## config.mk

```make
export PLATFORM = sky130hd
export DESIGN_NAME = cylinder_to_octagonal_prism_triangles_unit
export DESIGN_NICKNAME = d
export VERILOG_FILES = /design/src/rtl/core/cotp_pkg.sv /design/src/rtl/core/cotp_ctrl.sv /design/src/rtl/core/cotp_geom.sv /design/src/rtl/core/cylinder_to_octagonal_prism_triangles_unit.sv
export SDC_FILE = /design/constraint.sdc
export NUM_CORES = 1
export LEC_CHECK = 0
export ABC_AREA = 1
export BUFFER_PORTS_ARGS = -buffer_cell sky130_fd_sc_hd__buf_2
export CORE_MARGIN = 8
export CORE_UTILIZATION = 40
export CTS_CLUSTER_SIZE = 25
export DETAILED_ROUTE_END_ITERATION = 8
export PLACE_DENSITY_LB_ADDON = 0.3
export SYNTH_ARGS = -nofsm -noshare
export SYNTH_HDL_FRONTEND = slang
export SYNTH_SLANG_ARGS = --single-unit
```

## constraint.sdc

```tcl
create_clock -name clock -period 24.8 [get_ports clock]
set_clock_uncertainty 0.15 [all_clocks]
set_input_delay 3.72 -clock clock [delete_from_list [all_inputs] [get_ports clock]]
set_output_delay 3.72 -clock clock [all_outputs]
set_load 0.01 [all_outputs]
```

## src/rtl/core/cotp_pkg.sv

```systemverilog
// Shared types, constants and arithmetic helpers for the octagonal prism triangle unit.
`timescale 1ns / 1ps

package cotp_pkg;

   localparam int MAX_TRIANGLES = 1024;
   localparam int WORLD_SCALE   = 4;

   localparam int TRI_PER_CYL = 16;
   localparam int STEP_W      = $clog2(TRI_PER_CYL);
   localparam int COUNT_W     = 11;
   localparam int INDEX_W     = 10;
   localparam int COORD_W     = 20;
   localparam int CENTER_W    = 16;
   localparam int HEIGHT_W    = 18;
   localparam int WIDE_W      = 40;

   localparam int Q16_DIAG = 46341;

   localparam logic CMD_CLEAR = 1'b0;
   localparam logic CMD_ADD   = 1'b1;

   // unit direction component codes
   localparam logic [2:0] DIR_ZERO     = 3'd0;
   localparam logic [2:0] DIR_ONE      = 3'd1;
   localparam logic [2:0] DIR_DIAG     = 3'd2;
   localparam logic [2:0] DIR_NEG_ONE  = 3'd3;
   localparam logic [2:0] DIR_NEG_DIAG = 3'd4;

   localparam logic [2:0] DIR_X [8] = '{DIR_ONE, DIR_DIAG, DIR_ZERO, DIR_NEG_DIAG,
                                        DIR_NEG_ONE, DIR_NEG_DIAG, DIR_ZERO, DIR_DIAG};
   localparam logic [2:0] DIR_Z [8] = '{DIR_ZERO, DIR_DIAG, DIR_ONE, DIR_DIAG,
                                        DIR_ZERO, DIR_NEG_DIAG, DIR_NEG_ONE, DIR_NEG_DIAG};

   typedef struct packed {
      logic signed [CENTER_W-1:0] cx;
      logic signed [CENTER_W-1:0] cz;
      logic signed [HEIGHT_W-1:0] y_lo;
      logic signed [HEIGHT_W-1:0] y_hi;
      logic signed [CENTER_W-1:0] radius;
      logic [INDEX_W-1:0]         base;
      logic [STEP_W-1:0]          step;
   } work_type;

   typedef struct packed {
      logic [INDEX_W-1:0]        tri_index;
      logic signed [COORD_W-1:0] v0_x;
      logic signed [COORD_W-1:0] v0_y;
      logic signed [COORD_W-1:0] v0_z;
      logic signed [COORD_W-1:0] v1_x;
      logic signed [COORD_W-1:0] v1_y;
      logic signed [COORD_W-1:0] v1_z;
      logic signed [COORD_W-1:0] v2_x;
      logic signed [COORD_W-1:0] v2_y;
      logic signed [COORD_W-1:0] v2_z;
      logic                      last;
   } tri_type;

   function automatic logic signed [COORD_W-1:0] sat_f(input logic signed [WIDE_W-1:0] v);
      logic signed [WIDE_W-1:0] hi;
      logic signed [WIDE_W-1:0] lo;
      hi = WIDE_W'((1 <<< (COORD_W - 1)) - 1);
      lo = -WIDE_W'(1 <<< (COORD_W - 1));
      if (v > hi) begin
         return COORD_W'(hi);
      end else if (v < lo) begin
         return COORD_W'(lo);
      end
      return COORD_W'(v);
   endfunction

   function automatic logic signed [COORD_W-1:0] scale_y_f(
      input logic signed [HEIGHT_W-1:0] y);
      return sat_f(WIDE_W'(y) * WIDE_W'(WORLD_SCALE));
   endfunction

   // (c * 2^16 + d * r) * scale / 2^16, truncated toward zero
   function automatic logic signed [COORD_W-1:0] corner_f(
      input logic signed [CENTER_W-1:0] c,
      input logic [2:0]                 dsel,
      input logic signed [CENTER_W-1:0] r,
      input logic signed [WIDE_W-1:0]   p_diag);
      logic signed [WIDE_W-1:0] term;
      logic signed [WIDE_W-1:0] s;
      logic signed [WIDE_W-1:0] q;
      logic signed [WIDE_W-1:0] t;
      case (dsel)
         DIR_ONE:      term = WIDE_W'(r) <<< 16;
         DIR_NEG_ONE:  term = -(WIDE_W'(r) <<< 16);
         DIR_DIAG:     term = p_diag;
         DIR_NEG_DIAG: term = -p_diag;
         default:      term = '0;
      endcase
      s = (WIDE_W'(c) <<< 16) + term;
      q = s * WIDE_W'(WORLD_SCALE);
      if (q < 0) begin
         t = (q + WIDE_W'(65535)) >>> 16;
      end else begin
         t = q >>> 16;
      end
      return sat_f(t);
   endfunction

endpackage

```

## src/rtl/core/cotp_ctrl.sv

```systemverilog
// Request intake, running triangle count and per-cylinder step sequencer.
`timescale 1ns / 1ps

module cotp_ctrl (
   input  logic                            clock,
   input  logic                            reset,
   input  logic                            req_valid,
   output logic                            req_stall,
   input  logic                            req_command,
   input  logic signed [cotp_pkg::CENTER_W-1:0] req_center_x,
   input  logic signed [cotp_pkg::CENTER_W-1:0] req_center_z,
   input  logic signed [cotp_pkg::HEIGHT_W-1:0] req_bottom_y,
   input  logic signed [cotp_pkg::HEIGHT_W-1:0] req_top_y,
   input  logic signed [cotp_pkg::CENTER_W-1:0] req_radius,
   input  logic                            out_ready,
   output logic                            work_valid,
   output cotp_pkg::work_type              work
);
   import cotp_pkg::*;

   logic                 work_valid_ff, work_valid_in;
   work_type             work_ff, work_in;
   logic [COUNT_W-1:0]   count_ff, count_in;
   logic                 load;
   logic                 fire;
   logic                 done;
   logic                 add_ok;
   logic [COUNT_W:0]     count_next_sum;

   assign fire      = work_valid_ff && out_ready;
   assign done      = fire && (work_ff.step == STEP_W'(TRI_PER_CYL - 1));
   assign req_stall = work_valid_ff && !done;
   assign load      = req_valid && !req_stall;

   assign count_next_sum = {1'b0, count_ff} + (COUNT_W + 1)'(TRI_PER_CYL);
   assign add_ok = (req_command == CMD_ADD) && (req_radius > 0)
                   && !(count_next_sum > (COUNT_W + 1)'(MAX_TRIANGLES));

   always_comb begin
      work_valid_in = work_valid_ff;
      work_in       = work_ff;
      count_in      = count_ff;
      if (fire) begin
         work_in.step = work_ff.step + 1'b1;
      end
      if (done) begin
         work_valid_in = 1'b0;
      end
      if (load) begin
         if (req_command == CMD_CLEAR) begin
            count_in = '0;
         end else if (add_ok) begin
            count_in       = count_next_sum[COUNT_W-1:0];
            work_valid_in  = 1'b1;
            work_in.cx     = req_center_x;
            work_in.cz     = req_center_z;
            work_in.y_lo   = req_bottom_y;
            work_in.y_hi   = req_top_y;
            work_in.radius = req_radius;
            work_in.base   = count_ff[INDEX_W-1:0];
            work_in.step   = '0;
         end
      end
   end

   always_ff @(posedge clock) begin
      if (reset) begin
         work_valid_ff <= 1'b0;
         count_ff      <= '0;
         work_ff       <= '0;
      end else begin
         work_valid_ff <= work_valid_in;
         count_ff      <= count_in;
         work_ff       <= work_in;
      end
   end

   assign work_valid = work_valid_ff;
   assign work       = work_ff;

endmodule

```

## src/rtl/core/cotp_geom.sv

```systemverilog
// Builds one wall triangle of the prism from the current cylinder and step.
`timescale 1ns / 1ps

module cotp_geom (
   input  cotp_pkg::work_type work,
   output cotp_pkg::tri_type  tri_out
);
   import cotp_pkg::*;

   logic [2:0]                k0, k1;
   logic signed [WIDE_W-1:0]  p_diag;
   logic signed [COORD_W-1:0] x0, z0, x1, z1, y_lo, y_hi;

   assign k0 = work.step[STEP_W-1:1];
   assign k1 = k0 + 3'd1;

   // radius times the Q16 diagonal, shared by all diagonal corners
   assign p_diag = WIDE_W'(work.radius) * WIDE_W'(Q16_DIAG);

   assign x0   = corner_f(work.cx, DIR_X[k0], work.radius, p_diag);
   assign z0   = corner_f(work.cz, DIR_Z[k0], work.radius, p_diag);
   assign x1   = corner_f(work.cx, DIR_X[k1], work.radius, p_diag);
   assign z1   = corner_f(work.cz, DIR_Z[k1], work.radius, p_diag);
   assign y_lo = scale_y_f(work.y_lo);
   assign y_hi = scale_y_f(work.y_hi);

   always_comb begin
      tri_out.tri_index = work.base + INDEX_W'(work.step);
      tri_out.last      = (work.step == STEP_W'(TRI_PER_CYL - 1));
      tri_out.v0_x      = x1;
      tri_out.v0_y      = y_lo;
      tri_out.v0_z      = z1;
      if (!work.step[0]) begin
         // bottom right, bottom left, top left
         tri_out.v1_x = x0;
         tri_out.v1_y = y_lo;
         tri_out.v1_z = z0;
         tri_out.v2_x = x0;
         tri_out.v2_y = y_hi;
         tri_out.v2_z = z0;
      end else begin
         // bottom right, top left, top right
         tri_out.v1_x = x0;
         tri_out.v1_y = y_hi;
         tri_out.v1_z = z0;
         tri_out.v2_x = x1;
         tri_out.v2_y = y_hi;
         tri_out.v2_z = z1;
      end
   end

endmodule

```

## src/rtl/core/cylinder_to_octagonal_prism_triangles_unit.sv

```systemverilog
// Cylinder to octagonal prism triangle unit: top level with result register.
//
// Request channel (req_*): one transaction per command. Command CMD_CLEAR
// zeroes the running triangle count; CMD_ADD turns one vertical cylinder
// into 16 outward-wound wall triangles of an eight-sided prism.
// Result channel (rsp_*): one triangle per transaction, tagged with its slot
// in the surface store; rsp_last marks the sixteenth triangle of a prism.
// A cylinder with radius <= 0, or one that would push the count past
// MAX_TRIANGLES, is taken and dropped without results.
// The request is registered in the sequencer, and each triangle in turn in
// the result register. One triangle per cycle while the receiver does not
// stall, set by the single triangle builder that walks the prism one step per
// cycle; a clear or dropped request yields no triangles. The next request is taken in the
// cycle the last triangle enters the result register, so prisms stream out
// with no gap.
// Reset (synchronous) clears the count, the sequencer and rsp_valid.
// When the receiver stalls, the result register holds its triangle, the
// sequencer waits and req_stall stays high until the prism is finished.
`timescale 1ns / 1ps

module cylinder_to_octagonal_prism_triangles_unit (
   input  logic                                  clock,
   input  logic                                  reset,
   input  logic                                  req_valid,
   output logic                                  req_stall,
   input  logic                                  req_command,
   input  logic signed [cotp_pkg::CENTER_W-1:0]  req_center_x,
   input  logic signed [cotp_pkg::CENTER_W-1:0]  req_center_z,
   input  logic signed [cotp_pkg::HEIGHT_W-1:0]  req_bottom_y,
   input  logic signed [cotp_pkg::HEIGHT_W-1:0]  req_top_y,
   input  logic signed [cotp_pkg::CENTER_W-1:0]  req_radius,
   output logic                                  rsp_valid,
   input  logic                                  rsp_stall,
   output logic [cotp_pkg::INDEX_W-1:0]          rsp_tri_index,
   output logic signed [cotp_pkg::COORD_W-1:0]   rsp_v0_x,
   output logic signed [cotp_pkg::COORD_W-1:0]   rsp_v0_y,
   output logic signed [cotp_pkg::COORD_W-1:0]   rsp_v0_z,
   output logic signed [cotp_pkg::COORD_W-1:0]   rsp_v1_x,
   output logic signed [cotp_pkg::COORD_W-1:0]   rsp_v1_y,
   output logic signed [cotp_pkg::COORD_W-1:0]   rsp_v1_z,
   output logic signed [cotp_pkg::COORD_W-1:0]   rsp_v2_x,
   output logic signed [cotp_pkg::COORD_W-1:0]   rsp_v2_y,
   output logic signed [cotp_pkg::COORD_W-1:0]   rsp_v2_z,
   output logic                                  rsp_last
);
   import cotp_pkg::*;

   logic     out_ready;
   logic     work_valid;
   work_type work;
   tri_type  tri_next;
   logic     rsp_valid_ff, rsp_valid_in;
   tri_type  rsp_ff, rsp_in;

   assign out_ready = !rsp_valid_ff || !rsp_stall;

   cotp_ctrl u_ctrl (
      .clock        (clock),
      .reset        (reset),
      .req_valid    (req_valid),
      .req_stall    (req_stall),
      .req_command  (req_command),
      .req_center_x (req_center_x),
      .req_center_z (req_center_z),
      .req_bottom_y (req_bottom_y),
      .req_top_y    (req_top_y),
      .req_radius   (req_radius),
      .out_ready    (out_ready),
      .work_valid   (work_valid),
      .work         (work)
   );

   cotp_geom u_geom (
      .work    (work),
      .tri_out (tri_next)
   );

   always_comb begin
      rsp_valid_in = rsp_valid_ff;
      rsp_in       = rsp_ff;
      if (out_ready) begin
         rsp_valid_in = work_valid;
         rsp_in       = tri_next;
      end
   end

   always_ff @(posedge clock) begin
      if (reset) begin
         rsp_valid_ff <= 1'b0;
      end else begin
         rsp_valid_ff <= rsp_valid_in;
      end
   end

   always_ff @(posedge clock) begin
      rsp_ff <= rsp_in;
   end

   assign rsp_valid     = rsp_valid_ff;
   assign rsp_tri_index = rsp_ff.tri_index;
   assign rsp_v0_x      = rsp_ff.v0_x;
   assign rsp_v0_y      = rsp_ff.v0_y;
   assign rsp_v0_z      = rsp_ff.v0_z;
   assign rsp_v1_x      = rsp_ff.v1_x;
   assign rsp_v1_y      = rsp_ff.v1_y;
   assign rsp_v1_z      = rsp_ff.v1_z;
   assign rsp_v2_x      = rsp_ff.v2_x;
   assign rsp_v2_y      = rsp_ff.v2_y;
   assign rsp_v2_z      = rsp_ff.v2_z;
   assign rsp_last      = rsp_ff.last;

   // prisms start on a 16-aligned slot, so the last triangle ends one
   a_last_aligned: assert property (@(posedge clock) disable iff (reset)
      rsp_valid && rsp_last |-> rsp_tri_index[STEP_W-1:0] == STEP_W'(TRI_PER_CYL - 1))
      else $error("last triangle not at end of aligned slot group");

   // within a prism, triangles follow with no gap and consecutive slots
   a_no_gap: assert property (@(posedge clock) disable iff (reset)
      rsp_valid && !rsp_stall && !rsp_last |=>
         rsp_valid && rsp_tri_index == $past(rsp_tri_index) + INDEX_W'(1))
      else $error("gap or slot skip inside a prism");

   // a request is never taken while a prism's non-final triangle waits
   a_hold_intake: assert property (@(posedge clock) disable iff (reset)
      rsp_valid && rsp_stall && !rsp_last |-> req_stall)
      else $error("request taken while prism unfinished");

endmodule

```

# [Yosys cells after proc, flatten, opt, wreduce, memory -nomap -nowiden]
# Memory sizes are Yosys's and may differ from the RTL's.
# Index checks and enable logic that the tools add are counted.
# W data, S select, Z words.
[totals] ff_bits=302 latch_bits=0 mem_bits_rw=0 rom_bits=96 inputBits=89 out_inout_bits=193 word_cells=151 memories=4
[mem_list] memory="(name not given)" words=8 word_bits=3 read_ports=1 rd_ports_with_merged_regs=0 write_ports=0 line="cotp_geom.sv:20" source="assign x0 = corner_f(work.cx, DIR_X[k0], work.radius, p_diag);"
[mem_list] memory="(name not given)" words=8 word_bits=3 read_ports=1 rd_ports_with_merged_regs=0 write_ports=0 line="cotp_geom.sv:21" source="assign z0 = corner_f(work.cz, DIR_Z[k0], work.radius, p_diag);"
[mem_list] memory="(name not given)" words=8 word_bits=3 read_ports=1 rd_ports_with_merged_regs=0 write_ports=0 line="cotp_geom.sv:22" source="assign x1 = corner_f(work.cx, DIR_X[k1], work.radius, p_diag);"
[mem_list] memory="(name not given)" words=8 word_bits=3 read_ports=1 rd_ports_with_merged_regs=0 write_ports=0 line="cotp_geom.sv:23" source="assign z1 = corner_f(work.cz, DIR_Z[k1], work.radius, p_diag);"
[classes] n_addsub=14 mul=1 div=0 n_lt_le_gt_ge=20 n_eq_ne=18 n_shift=0 mux=57 bitwise=2 reduce_logical=14
[op_table] operator="$pmux W38 S4" count=4
[op_table] operator="$mux W20" count=18
[op_table] operator="$add A40 B17 Y40 const B" count=4
[op_table] operator="$gt A40 B20 Y1 const B" count=4
[op_table] operator="$lt A40 B1 Y1 const B" count=4
[op_table] operator="$lt A40 B20 Y1 const B" count=4
[op_table] operator="$mux W40" count=4
[op_table] operator="$add A32 B38 Y38" count=4
[op_table] operator="$mux W100" count=1
[op_table] operator="$gt A20 B20 Y1 const B" count=2
[op_table] operator="$lt A20 B20 Y1 const B" count=2
[op_table] operator="$neg A32 Y38" count=1
[op_table] operator="$neg A33 Y38" count=1
[op_table] operator="$mul A16 B17 Y33 const B" count=1
[op_table] operator="$eq A3 B2 Y1 const B" count=8
[op_table] operator="$mux W3" count=8
[op_table] operator="$mux W11" count=2
[op_table] operator="$gt A16 B1 Y1 const B" count=1
[op_table] operator="$mux W1" count=16
[op_table] operator="$mux W4" count=4
[op_table] operator="$add A11 B5 Y12 const B" count=1
[op_table] operator="$eq A3 B1 Y1 const B" count=4
[op_table] operator="$eq A3 B3 Y1 const B" count=4
[op_table] operator="$gt A12 B11 Y1 const B" count=1
[op_table] operator="other kinds (12)" count=23

# [Depth between registers and ports, before layout]
# Gate-level depths: netlist of the first run.
[logic_depth] depth_word=15 depth_mapped=66 mapped_depth_nobuf=65

# [Cells and area by module]
# From an unflattened synthesis of the first run, not the netlist that was laid out.
[unflattened] cells_unflattened=4454 area_unflattened_um2=29858.6
[by_module_without_submodules] module="cotp_geom" n_inst=1 cells_each=3749 area_each_um2=20123.0 seq_area_each_um2=0.0
[by_module_without_submodules] module="cylinder_to_octagonal_prism_triangles_unit" n_inst=1 cells_each=195 area_each_um2=5774.3 seq_area_each_um2=5755.5
[by_module_without_submodules] module="cotp_ctrl" n_inst=1 cells_each=510 area_each_um2=3961.3 seq_area_each_um2=2042.0

# [Worst setup path before layout of the first run]
# OpenSTA, ideal clock, no wires.
[synth_timing] path_type="input to output" from="in rsp_stall" to="out req_stall" arrival_time_ns=8.367 required_time_ns=20.930 setup_slack_ns=12.563 path_stages=2 n_path_buf=0 cell_sequence="nand2_1 -> a21oi_1"
[synth_between] elab_chain_len=6
[synth_rtl] item="start, declared" line="cylinder_to_octagonal_prism_triangles_unit.sv:33" source="input logic rsp_stall,"
[synth_rtl] item="$logic_not A1 Y1" line="cylinder_to_octagonal_prism_triangles_unit.sv:55" source="assign out_ready = !rsp_valid_ff || !rsp_stall;"
[synth_rtl] item="$logic_or A1 B1 Y1" line="cylinder_to_octagonal_prism_triangles_unit.sv:55"
[synth_rtl] item="$logic_and A1 B1 Y1" line="cotp_ctrl.sv:30" source="assign fire = work_valid_ff && out_ready;"
[synth_rtl] item="$logic_and A1 B1 Y1" line="cotp_ctrl.sv:31" source="assign done = fire && (work_ff.step == STEP_W'(TRI_PER_CYL - 1));"
[synth_rtl] item="$logic_not A1 Y1" line="cotp_ctrl.sv:32" source="assign req_stall = work_valid_ff && !done;"
[synth_rtl] item="$logic_and A1 B1 Y1" line="cotp_ctrl.sv:32"
[synth_rtl] item="end, declared" line="cylinder_to_octagonal_prism_triangles_unit.sv:25" source="output logic req_stall,"
# Every way passes these cells.

==> results of run 1 <==
==> sequential cells by signal, summed over array words and instances, names as in the netlist, 7 cells and up <==
name,count
rsp_tri_index,10
rsp_v0_x,20
rsp_v0_y,18
rsp_v0_z,20
rsp_v1_x,20
rsp_v1_y,18
rsp_v1_z,20
rsp_v2_x,20
rsp_v2_y,18
rsp_v2_z,20
u_ctrl.count_ff,7
u_ctrl.work,94
==> metal layers <==
layer	track usage (%)	vias up	part of all wire [%]
li1	-	14100	-
met1	34.3	13300	44
met2	40.3	1121	44
met3	5.03	222	7.7
met4	9.99	0	4.1
met5	0	-	0
==> cell type report <==
type                    instances  area share [%]
multi-input cells            3211            57.1
flip-flops and latches        288            23.8
inverters                     575            6.77
repair buffers                305            5.01
well taps                     950            3.72
clock buffers                  48            2.95
clock inverters                12           0.571
diodes                          4          0.0313
==> cells in the mapped netlist (all sizes together) (2+ instances only) <==
master	number
a31oi	47
edfxtp	185
o31ai	2
dfxtp	103
a211oi	4
o2111ai	2
clkinv	5
a21oi	184
ha	234
o41ai	2
o22ai	36
fa	60
a21boi	6
or2	7
a22oi	21
nand2	1362
o21bai	13
nor3b	2
nor3	39
buf	45
o211ai	5
o21a	7
a41oi	22
inv	570
xor2	110
o21ai	199
nand3	240
nand3b	11
a21o	16
nor4	15
clkbuf	78
nor2	454
nand4	66
xnor2	32
and2	2
==> worst max-delay path, delay by kind of cell, from the launching register on <==
family                   cells  cell delay (ns)
buffers and inverters       12             1.33
AND/OR/NAND/NOR             25             3.32
adder cells (fa/ha/maj)      8             3.34
AO/OA/AOI/OAI                6             1.91
XOR/XNOR                     2             0.38
flip-flops                   1             0.62
==> power by group through the flow <==
stage	clock network, W	registers [W]	logic [W]
floorplan	0	0.000694	0.000535
global placement	0	0.000662	0.000889
detailed placement	0	0.000662	0.000887
CTS	0.000523	0.000653	0.000891
global route	0.000541	0.000660	0.000986
finish	0.000512	0.000650	0.000897
==> how the worst max path moves through the flow <==
stage                                 end  slack [ns]  depth (start not counted)
floorplan                       req_stall       12.56                          2
global placement    rsp_v2_z[0]$_DFFE_PN_       13.75                         58
detailed placement  rsp_v2_z[0]$_DFFE_PN_       13.71                         58
CTS                 rsp_v2_z[0]$_DFFE_PN_       13.67                         58
global route        rsp_v2_x[2]$_DFFE_PN_       12.63                         53
finish              rsp_v2_x[2]$_DFFE_PN_       13.46                         53
==> per-stage QoR <==
stage | hold slack [ns] | setup WS (ns) | cell area, µm² | total power (W) | std cells
3_3_place_gp | 0.257 | 13.75 | 30800 | 0.00155 | 5329
5_1_grt | 0.303 | 12.63 | 32000 | 0.00219 | 5391
3_5_place_dp | 0.271 | 13.71 | 30800 | 0.00155 | 5329
4_1_cts | 0.284 | 13.67 | 32000 | 0.00207 | 5389
2_1_floorplan | 0.281 | 12.56 | 28600 | 0.00123 | 4197
6_report | 0.285 | 13.46 | 32000 | 0.00206 | 5393
==> logic make-up after synthesis <==
group / after synthesis / share of synthesized area (%)
AO/OA/AOI/OAI: 570 / 11.6
XOR/XNOR: 142 / 4.37
adder cells (fa/ha/maj): 294 / 14.4
buffers and inverters: 698 / 9.68
flip-flops: 288 / 26.6
other: 1 / 0.0131
AND/OR/NAND/NOR: 2199 / 33.2
==> out/qor.yml, run 1 <==
worst_setup_path:
  cp_max_fo: 19
  crit_start: "u_ctrl.work[15]$_SDFFE_PP0P_"
  worstPathArrival_ns: 11.48
  critPathKind: "reg -> reg"
  crit_path_top_delay_cell: "dfxtp_1"
  reg2reg_depth: 53
  reg2reg_from: "u_ctrl.work[15]$_SDFFE_PP0P_"
  cp_data_required_time_ns: 24.94
  r2r_end: "rsp_v2_x[2]$_DFFE_PN_"
  cp-start-kind: "flip-flop"
  critPathCaptureType: "flip-flop"
  reg2reg_slack_ns: 13.46
  crit_path_max_incr_delay_ns: 0.62
floorplanning:
  rows: 98
  start_util_pct: 40.2
  die_h_um: 283
  dieArea_um2: 80300
  core_area_um2: 71100
  die_w_um: 283
  io_pins: 282
yosys:
  ys.flop_type: "edfxtp_1"
  syn-mean-instance-area_um2: 6.82
  yosysUniqueCellTypes: 66
  yosysTopAreaCell: "edfxtp_1"
  synth_cells: 4192
  synth_area_um2: 28600
  ys_top_cells_by_area: "edfxtp_1 (19%), nand2_1 (16%), ha_1 (10%), inv_1 (7.2%), dfxtp_1 (7.2%)"
  async_flop_share_pct: 0
  synth_warnings: 0
  synth_edf_count: 185
  ys_ff_latch: 288
  ys_seq_area_share_pct: 26.6
  synth_top_cell_area_share_pct: 19.4
power_and_ir_drop:
  leakage_nw: 16.4
  power_frac_comb_pct: 43.5
  power.density_nw_per_um2: 64.4
  switchingPower_w: 0.000868
  power.share.sequential_pct: 31.6
  p_int_w: 0.00119
  switching_share_pct: 42.1
  peakVddDrop_uv: 52.8
  clockPowerShare_pct: 24.9
cts:
  cts.repair_timing.setup_buffer_count: 0
  post_cts_resize_count: 0
  cts_sinks: 288
  clockBufferDepth: 3
  cts_buffers: 34
  clk_latency_ns: 0.55
  cts_hold_buf: 0
  path_clk_slew_ns: 0.06
  cts_tree: "done"
  cts_max_level: 2
  root_buffer: "clkbuf_16"
global_route:
  grt_pass1_wl_um: 162000
  antenna_found_initial: 5
  grt_pass1_vias: 27100
  grt_overflow: 0
  grt_max_degree: 77
  grt_usage_pct: 25.6
final_layout:
  layout-drive-gt1-share_pct: 12.8
  n_fill_cell: 7422
  fin_util_pct: 45.0
  syn_to_final_growth_pct: 11.8
  final_nets: 4798
  final_cell_mix: "nand2_1 (1246), inv_1 (550), nor2_1 (428)"
  final_common_cell: "nand2_1"
  multi_input_area_um2: 18300
  seq_area_um2: 7620
min_path:
  holdPathStages: 0
  hp-class: "reg -> reg"
  worstHoldStart: "u_ctrl.work[13]$_SDFFE_PP0P_"
  hold_end: "rsp_tri_index[9]$_DFFE_PN_"
placement:
  portBuffers: 275
  dpl.hpwl_um: 87200
  gp_congestion: 1.02
sta:
  finalCritPeriodShare_pct: 45.7
  clock.fmax_mhz: 88.2
  worst_slew_pin_slew_ns: 0.965
  rsz0062_at_grt: "no"
  tns_ns: 0
  setup_viol: 0
  timing.final.crit_period_ns: 11.34
  slew_headroom_pct: 35.6
  hold_viol: 0
  report.final.slew_viol_count: 0
drt:
  via_count: 28700
  dr.pass1.iters: 6
  drt-initial-drc-count: 2536
  avgRoutedWirePerCell_um: 19.9
  wl_um: 107000
  ant_nets: 0
  drc: 0
  viasPerCell: 5.32
run:
  cap_violations: 0
outcome:
  status: "complete, no violations"
(Power assumes the default switching activity.)
==> run 2: changes to the inputs <==
- ABC_AREA: 1 -> 0
- clock period: 24.8 -> 11.6 ns (I/O delays scaled with it)
==> run 2 against run 1 <==
  * Total power increased by 64%
  * Die area is 6.3% lower
  * Fmax is 2.1% higher
  * Area after synthesis is 6.7% lower
  * Global-route usage decreased by 1.4 points
  * Register-to-register slack worse by 13 ns
  * Sequential cell count did not move
  * Synthesized cell count fell by 25%
  * Setup slack got worse by 13 ns
  * Core utilization rose by 1.2 points
  * Largest power group is now registers
==> out/qor.yml, run 2 <==
drt:
  ant_nets: 0  # unchanged
  drt-initial-drc-count: 3228  # +27%
  via_count: 25500  # -11%
  dr.pass1.iters: 7  # +1
  drc: 0  # unchanged
  viasPerCell: 6.02  # +13%
  wl_um: 95600  # -11%
  avgRoutedWirePerCell_um: 22.5  # +13%
floorplanning:
  start_util_pct: 40.5  # +0.24 points
  dieArea_um2: 75300  # -6.3%
  io_pins: 282  # unchanged
  die_h_um: 274  # -3.2%
  rows: 94  # -4.1%
  core_area_um2: 66000  # -7.2%
  die_w_um: 274  # -3.2%
min_path:
  holdPathStages: 0  # unchanged
  hp-class: "reg -> reg"
yosys:
  yosysUniqueCellTypes: 100  # +52%
  synth_edf_count: 185  # unchanged
  synth_cells: 3124  # -25%
  ys.flop_type: "edfxtp_1"
  syn-mean-instance-area_um2: 8.55  # +25%
  synth_most_common_cell: "nand2_1"
  synthTopCellsByCount: "nand2_1 (315), nor2_1 (266), ha_1 (234), a21oi_1 (217), inv_1 (189)"
  synth_top_cell_area_share_pct: 20.8  # +1.4 points
  ys_ff_latch: 288  # unchanged
  synth_warnings: 0  # unchanged
  ys_top_cells_by_area: "edfxtp_1 (21%), ha_1 (11%), dfxtp_1 (7.7%), fa_1 (4.5%), nand2_1 (4.4%)"
  synth_area_um2: 26700  # -6.7%
  yosysTopAreaCell: "edfxtp_1"
  ys_seq_area_share_pct: 28.5  # +1.9 points
  async_flop_share_pct: 0  # unchanged
final_layout:
  final_common_cell: "nand2_1"
  multi_input_area_um2: 17900  # -2.1%
  design_area_um2: 30400  # -4.8%
  n_fill_cell: 6509  # -12%
  final_nets: 3742  # -22%
  largest_reg_flops: 94  # unchanged
  final_cell_mix: "nand2_1 (314), buf_2 (274), nor2_1 (265)"
  layout-drive-gt1-share_pct: 15.9  # +3.1 points
  syn_to_final_growth_pct: 14.0
  layout.cells.non_filler: 4246  # -21%
  seq_area_um2: 7620  # about the same
cts:
  cts_tree: "done"
  root_buffer: "clkbuf_16"
  path_clk_slew_ns: 0.07  # about the same
  clk_latency_ns: 0.62  # +0.07 ns
  cts_sinks: 288  # unchanged
  clockBufferDepth: 3  # unchanged
  cts_max_level: 1  # -1
  cts_buffers: 29  # -15%
placement:
  dp_slack_ns: -0.225  # -13.94 ns
  dpl.hpwl_um: 74500  # -15%
  portBuffers: 275  # unchanged
  place_area_um2: 29300  # -5.0%
  gp_congestion: 0.992  # -2.5%
  placed_cells: 4189  # -21%
worst_setup_path:
  crit_path_max_incr_delay_ns: 0.60  # -0.02 ns
  worstPathArrival_ns: 11.38  # -0.10 ns
  reg2reg_depth: 36  # -32%
  crit_path_top_delay_cell: "or4b_4"
  reg2reg_from: "u_ctrl.work[17]$_SDFFE_PP0P_"
  critPathCaptureType: "flip-flop"
  crit_path_frequent_cell: "ha_1"
  path_buf_inv: 4  # -8
  crit_end: "rsp_v2_x[8]$_DFFE_PN_"
  r2r_end: "rsp_v2_x[8]$_DFFE_PN_"
  path_delay_family: "simple AND/OR/NAND/NOR gates"
  cp_max_fo: 9  # -10
  cp_data_required_time_ns: 11.88  # -13.06 ns
  reg2reg_slack_ns: 0.50  # -12.96 ns
  path_depth: 36  # -32%
  critPathKind: "reg -> reg"
  cp-start-kind: "flip-flop"
  crit_start: "u_ctrl.work[17]$_SDFFE_PP0P_"
sta:
  finalCritPeriodShare_pct: 95.7  # +50 points
  timing.final.crit_period_ns: 11.10  # -0.237 ns
  setup_ws_ns: 0.497  # -12.96 ns
  slew_headroom_pct: 15.8  # -20 points
  worst_slew_pin_slew_ns: 1.26  # +0.298 ns
  report.final.slew_viol_count: 0  # unchanged
  whs_ns: 0.286  # +0.00194 ns
  setup_viol: 0  # unchanged
  clock.fmax_mhz: 90.1  # +2.1%
  hold_viol: 0  # unchanged
power_and_ir_drop:
  leakage_nw: 13.7  # -17%
  peakVddDrop_uv: 95.8  # +81%
  p_total_w: 0.00337  # +64%
  power.density_nw_per_um2: 111  # +72%
outcome:
  status: "complete, no violations"
global_route:
  grt_pass1_wl_um: 144000  # -11%
  grt_max_degree: 73  # -5.2%
  grt_pass1_vias: 23600  # -13%
  grt_usage_pct: 24.1  # -1.4 points
  use_met1_pct: 33.1  # -1.2 points
  grt_overflow: 0  # unchanged
  antenna_found_initial: 2  # -3
  top_usage_layer: "met2"
  met3_usage_pct: 4.45  # -0.58 points
  use_met2_pct: 37.8  # -2.5 points
run:
  cap_violations: 0  # unchanged
## run 2: cell types whose count changed after synthesis, sizes merged, moves of 47 or more
cell / delta
nand2: -1047
xor2: -47
inv: -381
xnor2: +71
nand3: -135
nor2: -188
clkbuf: +63
mux2i: +100
## run 2: cell families (layout without fill, tap and decap cells)
| group | Yosys count | count (layout) | synth area share, % |
|---|---|---|---|
| mux | 129 | 129 | 4.97 |
| simple gates | 1053 | 1053 | 19.0 |
| fa+ha+maj | 300 | 300 | 15.7 |
| buf+inv | 365 | 617 | 5.43 |
| other cells | 1 | 7 | 0.0140 |
| flops | 288 | 288 | 28.5 |
| compound gates | 822 | 822 | 20.9 |
| xor+xnor | 166 | 166 | 5.45 |
## run 2: area by class of cell
class                   count  area share (%)
multi-input cells        2476            58.8
clock inverters            14           0.559
flip-flops and latches    288            25.0
repair buffers            375            7.08
clock buffers              39            2.64
inverters                 189            2.33
well taps                 864            3.55
diodes                      1         0.00822
## run 2: how the worst min path moves through the flow
stage / from / to / slack, ns
after floorplan: u_ctrl.work[38]$_SDFFE_PP0P_ / rsp_v2_y[10]$_DFFE_PN_ / 0.27
after global placement: u_ctrl.work[11]$_SDFFE_PP0P_ / rsp_tri_index[7]$_DFFE_PN_ / 0.27
after detailed placement: u_ctrl.work[9]$_SDFFE_PP0P_ / rsp_tri_index[5]$_DFFE_PN_ / 0.27
after CTS: u_ctrl.work[11]$_SDFFE_PP0P_ / rsp_tri_index[7]$_DFFE_PN_ / 0.29
after global routing: u_ctrl.work[11]$_SDFFE_PP0P_ / rsp_tri_index[7]$_DFFE_PN_ / 0.31
final: u_ctrl.work[11]$_SDFFE_PP0P_ / rsp_tri_index[7]$_DFFE_PN_ / 0.29
## run 2: power by group
group | internal, W | total [W] | switching, W | leakage (nW)
logic | 0.000389 | 0.00110 | 0.000711 | 10.2
registers | 0.00124 | 0.00129 | 0.0000530 | 2.98
clock network | 0.000557 | 0.000978 | 0.000421 | 0.478
## run 2: per-stage QoR
stage	utilization [%]	TNS, ns
6_report	46.1	0
4_1_cts	45.9	0
2_1_floorplan	-	0
3_3_place_gp	44.4	-0.0950
3_5_place_dp	44.4	-2.27
5_1_grt	46.1	-0.0596
## run 2: layer usage
layer	wire [µm]	part of all wire, %
met5	13	0.014
met4	3750	3.9
met3	8810	9.2
met2	42400	44
met1	40700	43
## run 2: timing repair
item,CTS,global route
cloned,0,0
hold endpoints to repair,0,0
setup endpoints to repair,25,97
pin swaps,0,4
gates resized for setup,4,31
setup buffers,0,3
hold buffers,0,0
